## src/hw/rtl/assert_macros.svh

```systemverilog
// ----------------------------------------------------------------------------
// assert_macros.svh
// Concurrent assertion shorthands for the RTL.
// ----------------------------------------------------------------------------
`ifndef ASSERT_MACROS_SVH
`define ASSERT_MACROS_SVH

// Same-cycle implication, disabled while reset is high.
`define ASSERT_IMPLY(label, clk, rst, ante, cons) \
   label: assert property (@(posedge clk) disable iff (rst) (ante) |-> (cons)) \
      else $error("assertion failed: same-cycle implication");

// Next-cycle implication, disabled while reset is high.
`define ASSERT_NEXT(label, clk, rst, ante, cons) \
   label: assert property (@(posedge clk) disable iff (rst) (ante) |=> (cons)) \
      else $error("assertion failed: next-cycle implication");

`endif

```

## src/hw/rtl/gqu_pkg.sv

```systemverilog
// ----------------------------------------------------------------------------
// gqu_pkg
// Types, stage map and fixed-point constants of the gyro quaternion update.
// ----------------------------------------------------------------------------
`default_nettype none

package gqu_pkg;

   typedef struct packed {
      logic signed [23:0] cur_w;
      logic signed [23:0] cur_x;
      logic signed [23:0] cur_y;
      logic signed [23:0] cur_z;
      logic [31:0]        cur_stamp;
      logic signed [23:0] rate_roll;
      logic signed [23:0] rate_pitch;
      logic signed [23:0] rate_yaw;
      logic [15:0]        step_time;
   } req_type;

   typedef struct packed {
      logic signed [23:0] new_w;
      logic signed [23:0] new_x;
      logic signed [23:0] new_y;
      logic signed [23:0] new_z;
      logic [31:0]        new_stamp;
   } rsp_type;

   typedef struct packed {
      logic signed [23:0] w;
      logic signed [23:0] x;
      logic signed [23:0] y;
      logic signed [23:0] z;
      logic [31:0]        stamp;
   } quat_type;

   // register index on the control port (paddr[2])
   typedef enum logic {
      CSR_MIN_ANGLE = 1'b0
   } csr_index_type;

   localparam int CSR_ADDR_W = 3;
   localparam logic [15:0] MIN_ANGLE_RESET = 16'd687;

   localparam int SQRT_STEPS   = 32;
   localparam int CORDIC_STEPS = 30;
   localparam int DIV_STEPS    = 32;

   // stage map: index of the register stage that holds each step
   localparam int ST_SQ       = 0;
   localparam int ST_SUM      = 1;
   localparam int ST_SQRT0    = 2;
   localparam int ST_ANG      = ST_SQRT0 + SQRT_STEPS;
   localparam int ST_MOD      = ST_ANG + 1;
   localparam int ST_FOLD     = ST_MOD + 1;
   localparam int ST_CORD0    = ST_FOLD + 1;
   localparam int ST_ABS      = ST_CORD0 + CORDIC_STEPS;
   localparam int ST_DIV0     = ST_ABS + 1;
   localparam int ST_SGN      = ST_DIV0 + DIV_STEPS;
   localparam int ST_PROD     = ST_SGN + 1;
   localparam int ST_ACC      = ST_PROD + 1;
   localparam int PIPE_DEPTH  = ST_ACC + 1;

   localparam logic [32:0] TWO_PI_Q30  = 33'd6746518852;
   localparam logic [32:0] PI_Q30      = 33'd3373259426;
   localparam logic [32:0] HALF_PI_Q30 = 33'd1686629713;
   localparam logic [32:0] FOLD_HI_Q30 = 33'd5059889139;  // 2*pi - pi/2

   localparam logic signed [33:0] CORDIC_GAIN_Q30 = 34'sd652032874;

   localparam logic [29:0] ATAN_Q30 [CORDIC_STEPS] = '{
      30'd843314856, 30'd497837829, 30'd263043836, 30'd133525158, 30'd67021686,
      30'd33543515,  30'd16775850,  30'd8388437,   30'd4194282,   30'd2097149,
      30'd1048575,   30'd524287,    30'd262144,    30'd131072,    30'd65536,
      30'd32768,     30'd16384,     30'd8192,      30'd4096,      30'd2048,
      30'd1024,      30'd512,       30'd256,       30'd128,       30'd64,
      30'd32,        30'd16,        30'd8,         30'd4,         30'd2
   };

   localparam logic signed [29:0] Q22_MAX = 30'sd8388607;
   localparam logic signed [29:0] Q22_MIN = -30'sd8388608;

endpackage

`default_nettype wire

```

## src/hw/rtl/gqu_divider.sv

```systemverilog
// ----------------------------------------------------------------------------
// gqu_divider
// Pipelined restoring divider, one quotient bit per stage. The upper half of
// the numerator must be below the divisor.
// ----------------------------------------------------------------------------
`default_nettype none

module gqu_divider (
   input  logic        clock,
   input  logic        adv,
   input  logic [63:0] num_in,
   input  logic [31:0] den_in,
   output logic [31:0] quo_out
);

   localparam int N = gqu_pkg::DIV_STEPS;

   logic [31:0] quo_ff [N];
   logic [31:0] rem_ff [N-1];
   logic [31:0] lo_ff  [N-1];
   logic [31:0] den_ff [N-1];

   for (genvar k = 0; k < N; k++) begin : g_st
      logic [31:0] rem_src, lo_src, quo_src, den_src, quo_in;
      logic [32:0] rem_sh, diff;
      logic        ge;

      if (k == 0) begin : g_first
         assign rem_src = num_in[63:32];
         assign lo_src  = num_in[31:0];
         assign quo_src = '0;
         assign den_src = den_in;
      end else begin : g_next
         assign rem_src = rem_ff[k-1];
         assign lo_src  = lo_ff[k-1];
         assign quo_src = quo_ff[k-1];
         assign den_src = den_ff[k-1];
      end

      assign rem_sh = {rem_src, lo_src[31]};
      assign diff   = rem_sh - {1'b0, den_src};
      assign ge     = (rem_sh >= {1'b0, den_src});
      assign quo_in = {quo_src[30:0], ge};

      always_ff @(posedge clock) begin
         if (adv) begin
            quo_ff[k] <= quo_in;
         end
      end

      if (k < N - 1) begin : g_rem
         always_ff @(posedge clock) begin
            if (adv) begin
               rem_ff[k] <= ge ? diff[31:0] : rem_sh[31:0];
               lo_ff[k]  <= {lo_src[30:0], 1'b0};
               den_ff[k] <= den_src;
            end
         end
      end
   end

   assign quo_out = quo_ff[N-1];

endmodule

`default_nettype wire

```

## config.mk

```make
export PLATFORM = sky130hd
export DESIGN_NAME = gqu_divider
export DESIGN_NICKNAME = d
export VERILOG_FILES = /design/src/hw/rtl/assert_macros.svh /design/src/hw/rtl/gqu_pkg.sv /design/src/hw/rtl/gqu_divider.sv
export SDC_FILE = /design/constraint.sdc
export NUM_CORES = 2
export LEC_CHECK = 0
export BUFFER_PORTS_ARGS = -buffer_cell sky130_fd_sc_hd__buf_2
export CELL_PAD_IN_SITES_DETAIL_PLACEMENT = 1
export CELL_PAD_IN_SITES_GLOBAL_PLACEMENT = 2
export CORE_MARGIN = 2
export CORE_UTILIZATION = 49
export CTS_CLUSTER_DIAMETER = 150
export DETAILED_ROUTE_END_ITERATION = 16
export PLACE_DENSITY = 0.88
export RECOVER_POWER = 25
export SLEW_MARGIN = 20
export SYNTH_ARGS = -nofsm -noshare
export SYNTH_HDL_FRONTEND = slang
export SYNTH_SLANG_ARGS = --single-unit
```

## constraint.sdc

```tcl
create_clock -name clock -period 5.05 [get_ports clock]
set_input_delay 1.01 -clock clock [delete_from_list [all_inputs] [get_ports clock]]
set_output_delay 1.01 -clock clock [all_outputs]
set_load 0.005 [all_outputs]
```

==> results.toml <==
[yosys]
synth_largest_area_cell = "sky130_fd_sc_hd__edfxtp_1"
synth.ff_latch_count = 3008
synth_top_flop_cell = "sky130_fd_sc_hd__edfxtp_1"
post_synth_main_area_contributors = "sky130_fd_sc_hd__edfxtp_1 (58%), sky130_fd_sc_hd__ha_1 (8.2%), sky130_fd_sc_hd__inv_1 (3.2%), sky130_fd_sc_hd__mux2_2 (3.1%), sky130_fd_sc_hd__a21oi_1 (2.9%)"
post_synth_num_cell_types = 105
synth_top_area_share_pct = 57.69
asyncSetResetFlopFracSynth_pct = 0
synthCells = 12933
number_of_flops_mapped_to_enable_cells_by_yosys = 3008
yosysSeqAreaShare_pct = 57.69
syn_nets = 14086
syn_area_per_cell_um2 = 12.11
syn_area_mm2 = 0.1566
ys.warnings.count = 0

[floorplanning]
start_util_pct = 49.23
floorplan.die.height_um = 569.3
die_w_um = 569.3
boundaryPins = 130
design.core.area_mm2 = 0.3181
rows = 207
die-area_mm2 = 0.3241

[placed_design]
dp_worst_setup_slack_ns = 0.5330
routabilityCongestion = 0.8910
place.detailed.hpwl_um = 307300
count_of_buffers_from_port_buffering = 129

[setup_path]
reg2reg_slack_ns = 0.71
worstRegToRegCells = 12
worst-path-max-fanout = 30
worst_ep_arrival_time_ns = 5.00
worst_r2r_endpoint = "rem_ff[0][438]$_DFFE_PP_"
cp.required_ns = 5.70
setup.worst_path.start_class = "flip-flop"
regToRegStartpoint = "rem_ff[0][386]$_DFFE_PP_"
startpoint = "rem_ff[0][386]$_DFFE_PP_"
critical_path_class = "flip-flop to flip-flop"
worstSetupEndpointType = "flip-flop"
cp-endpoint = "rem_ff[0][438]$_DFFE_PP_"

[grt]
first_global_vias = 106925
overflow = 0
grt_antenna_before_repair = 11
grt_pass1_wl_um = 635600
largest_net_degree_at_the_start_of_global_routing = 162
track_usage_pct = 25.02

[cells_and_area]
num-fill-cells = 32328
most_frequent_cells_in_the_layout = "sky130_fd_sc_hd__edfxtp_1 (3008), sky130_fd_sc_hd__inv_1 (1320), sky130_fd_sc_hd__ha_1 (1024), sky130_fd_sc_hd__a21oi_1 (904), sky130_fd_sc_hd__nand2_1 (870)"
layout_commonest_cell = "sky130_fd_sc_hd__edfxtp_1"
fraction_of_layout_instances_using_a_drive_strength_above_1_pct = 9.702
area.sequential_mm2 = 0.09033
nets = 14357
area_growth_pct = 10.97
final_core_utilization_pct = 54.62
area_used_by_multi_input_combinational_logic_mm2 = 0.06013

[timing]
hold_worst_slack_ns = 0.2404
worst_slack_ns = 0.7067
period_needed_ns = 4.343
report.final.slew_viol_count = 0
post-route-period-util_pct = 86.01
relSlewSlack_pct = 29.23
fmaxAchievable_ghz = 0.2302
fin_setup_tns_ns = 0
final.setup_skew_ns = 0.05386
worstMarginPinSlew_ns = 1.035
setup_viol = 0
grt_setup_unrepaired = "no"
finalHoldViolations = 0

[routing]
drc_violations_left = 0
vias_per_cell = 5.748
detailedRoute.firstIterationViolations = 6467
routed_wl_um = 410000
route.vias.total = 101536
antenna_violating_nets_post_route = 0
route.detailed.wl_per_inst_um = 23.21
detail_route.first_pass.iterations = 6

[pwr]
vdd_drop_max_uv = 461.8
pwr_density_cell_mw_per_mm2 = 675.7
power.static_leakage_nw = 69.88
fin_total_pwr_mw = 117.4

[worst_hold_path]
hold_class = "primary input to flip-flop"

[clock_network]
postCtsSetupBuffers = 0
hold_buffers = 0
post_cts_clock_slew_at_the_launch_and_capture_registers_of_the_worst_setup_and_hold_paths_ns = 0.07
cts_tree = "yes"
cts_num_sinks = 3008
h-tree-depth = 5
clk_root_buffer_cell = "sky130_fd_sc_hd__clkbuf_16"
clk-insertion-delay-late_ns = 0.95
cts_buffers = 331
clockBufferDepth = 4
cts_resized = 0

[status]
status = "finished clean"

[run]
max_cap_violations = 0
worst max-delay path, cell delays in order (launching register included):
cell                       delay, ns
sky130_fd_sc_hd__edfxtp_1       0.39
sky130_fd_sc_hd__ha_1           0.39
sky130_fd_sc_hd__nand2_1        0.11
sky130_fd_sc_hd__o21bai_1       0.19
sky130_fd_sc_hd__nand3b_1       0.11
sky130_fd_sc_hd__a21oi_1        0.15
sky130_fd_sc_hd__a21oi_1        0.35
sky130_fd_sc_hd__o21ai_0        0.25
sky130_fd_sc_hd__o311ai_2       0.57
sky130_fd_sc_hd__a41oi_1        0.27
sky130_fd_sc_hd__o21a_1         0.26
sky130_fd_sc_hd__inv_2          0.57
sky130_fd_sc_hd__mux2_2         0.41
worst min path at each step:
stage | startpoint | end | slack (ns) | cells past startpoint
after global routing | num_in[5] | lo_ff[0][5]$_DFFE_PP_ | 0.19 | 1
after detailed placement | lo_ff[0][184]$_DFFE_PP_ | lo_ff[0][216]$_DFFE_PP_ | 0.41 | 0
after CTS | num_in[2] | lo_ff[0][2]$_DFFE_PP_ | 0.15 | 1
after global placement | lo_ff[0][299]$_DFFE_PP_ | lo_ff[0][331]$_DFFE_PP_ | 0.40 | 0
after floorplan | lo_ff[0][68]$_DFFE_PP_ | lo_ff[0][100]$_DFFE_PP_ | 0.40 | 0
final | num_in[5] | lo_ff[0][5]$_DFFE_PP_ | 0.24 | 1
synth_stat cells, types with 115 or more instances:
| library cell | n |
|---|---|
| sky130_fd_sc_hd__inv_1 | 1320 |
| sky130_fd_sc_hd__nand4_1 | 179 |
| sky130_fd_sc_hd__nor2b_1 | 162 |
| sky130_fd_sc_hd__clkbuf_1 | 226 |
| sky130_fd_sc_hd__a21oi_1 | 904 |
| sky130_fd_sc_hd__nand2b_1 | 124 |
| sky130_fd_sc_hd__ha_1 | 1024 |
| sky130_fd_sc_hd__o21a_1 | 141 |
| sky130_fd_sc_hd__nand3_1 | 203 |
| sky130_fd_sc_hd__xor2_1 | 322 |
| sky130_fd_sc_hd__mux2_2 | 431 |
| sky130_fd_sc_hd__o21ai_0 | 783 |
| sky130_fd_sc_hd__xnor2_1 | 495 |
| sky130_fd_sc_hd__edfxtp_1 | 3008 |
| sky130_fd_sc_hd__nor2_1 | 579 |
| sky130_fd_sc_hd__o21bai_1 | 133 |
| sky130_fd_sc_hd__a31oi_1 | 115 |
| sky130_fd_sc_hd__a21o_1 | 545 |
| sky130_fd_sc_hd__nand2_1 | 871 |
| sky130_fd_sc_hd__nor3_1 | 135 |
per-stage QoR:
| step | instance area [µm²] | std cells |
|---|---|---|
| after CTS | 173800 | 17662 |
| after floorplan | 156600 | 12933 |
| final | 173700 | 17664 |
| after global placement | 162600 | 17051 |
| after global routing | 173700 | 17664 |
| after detailed placement | 162600 | 17051 |
kinds of logic (layout without fill, tap and decap cells):
family	after synthesis	count (layout)	share of synthesized area, %
flops	3008	3008	57.69
xor+xnor	817	817	4.570
compound gates	3289	3289	13.40
simple gates	2627	2627	8.048
buf+inv	1625	2174	4.005
fa+ha+maj	1055	1055	8.580
other cells	0	2	0
mux	512	512	3.707
registers in the layout (all words and copies together), names as in the netlist:
name and flops:
den_ff 992, lo_ff 496, quo_ff 528, rem_ff 992
report_power, final:
group	total (mW)	internal (mW)	leakage (nW)	switching, mW
clock	25.0	14.5	5.38	10.5
sequential	40.6	36.3	29.4	4.30
combinational	51.8	22.0	35.1	29.8
total	117	72.8	69.9	44.6
cell type report:
class / count / share of cell area [%]
Sequential cell: 3008 / 51.99
Timing Repair Buffer: 239 / 1.073
Tap cell: 4180 / 3.010
Inverter: 1324 / 2.861
Clock buffer: 385 / 4.884
Multi-Input combinational cell: 8300 / 34.61
Clock inverter: 226 / 1.564
Antenna cell: 2 / 0.002881
layer usage:
layer  track usage [%]  vias to the layer above  wire [µm]  part of all wire (%)
met2             44.61                     1721     208000                    51
met5                 0                        -         41                 0.010
met3             2.439                      713      12960                   3.2
li1                  -                    48278          -                     -
met1             31.85                    50818     174700                    43
met4             8.224                        6      14280                   3.5
Note: power is estimated with default switching activity, not from simulation.
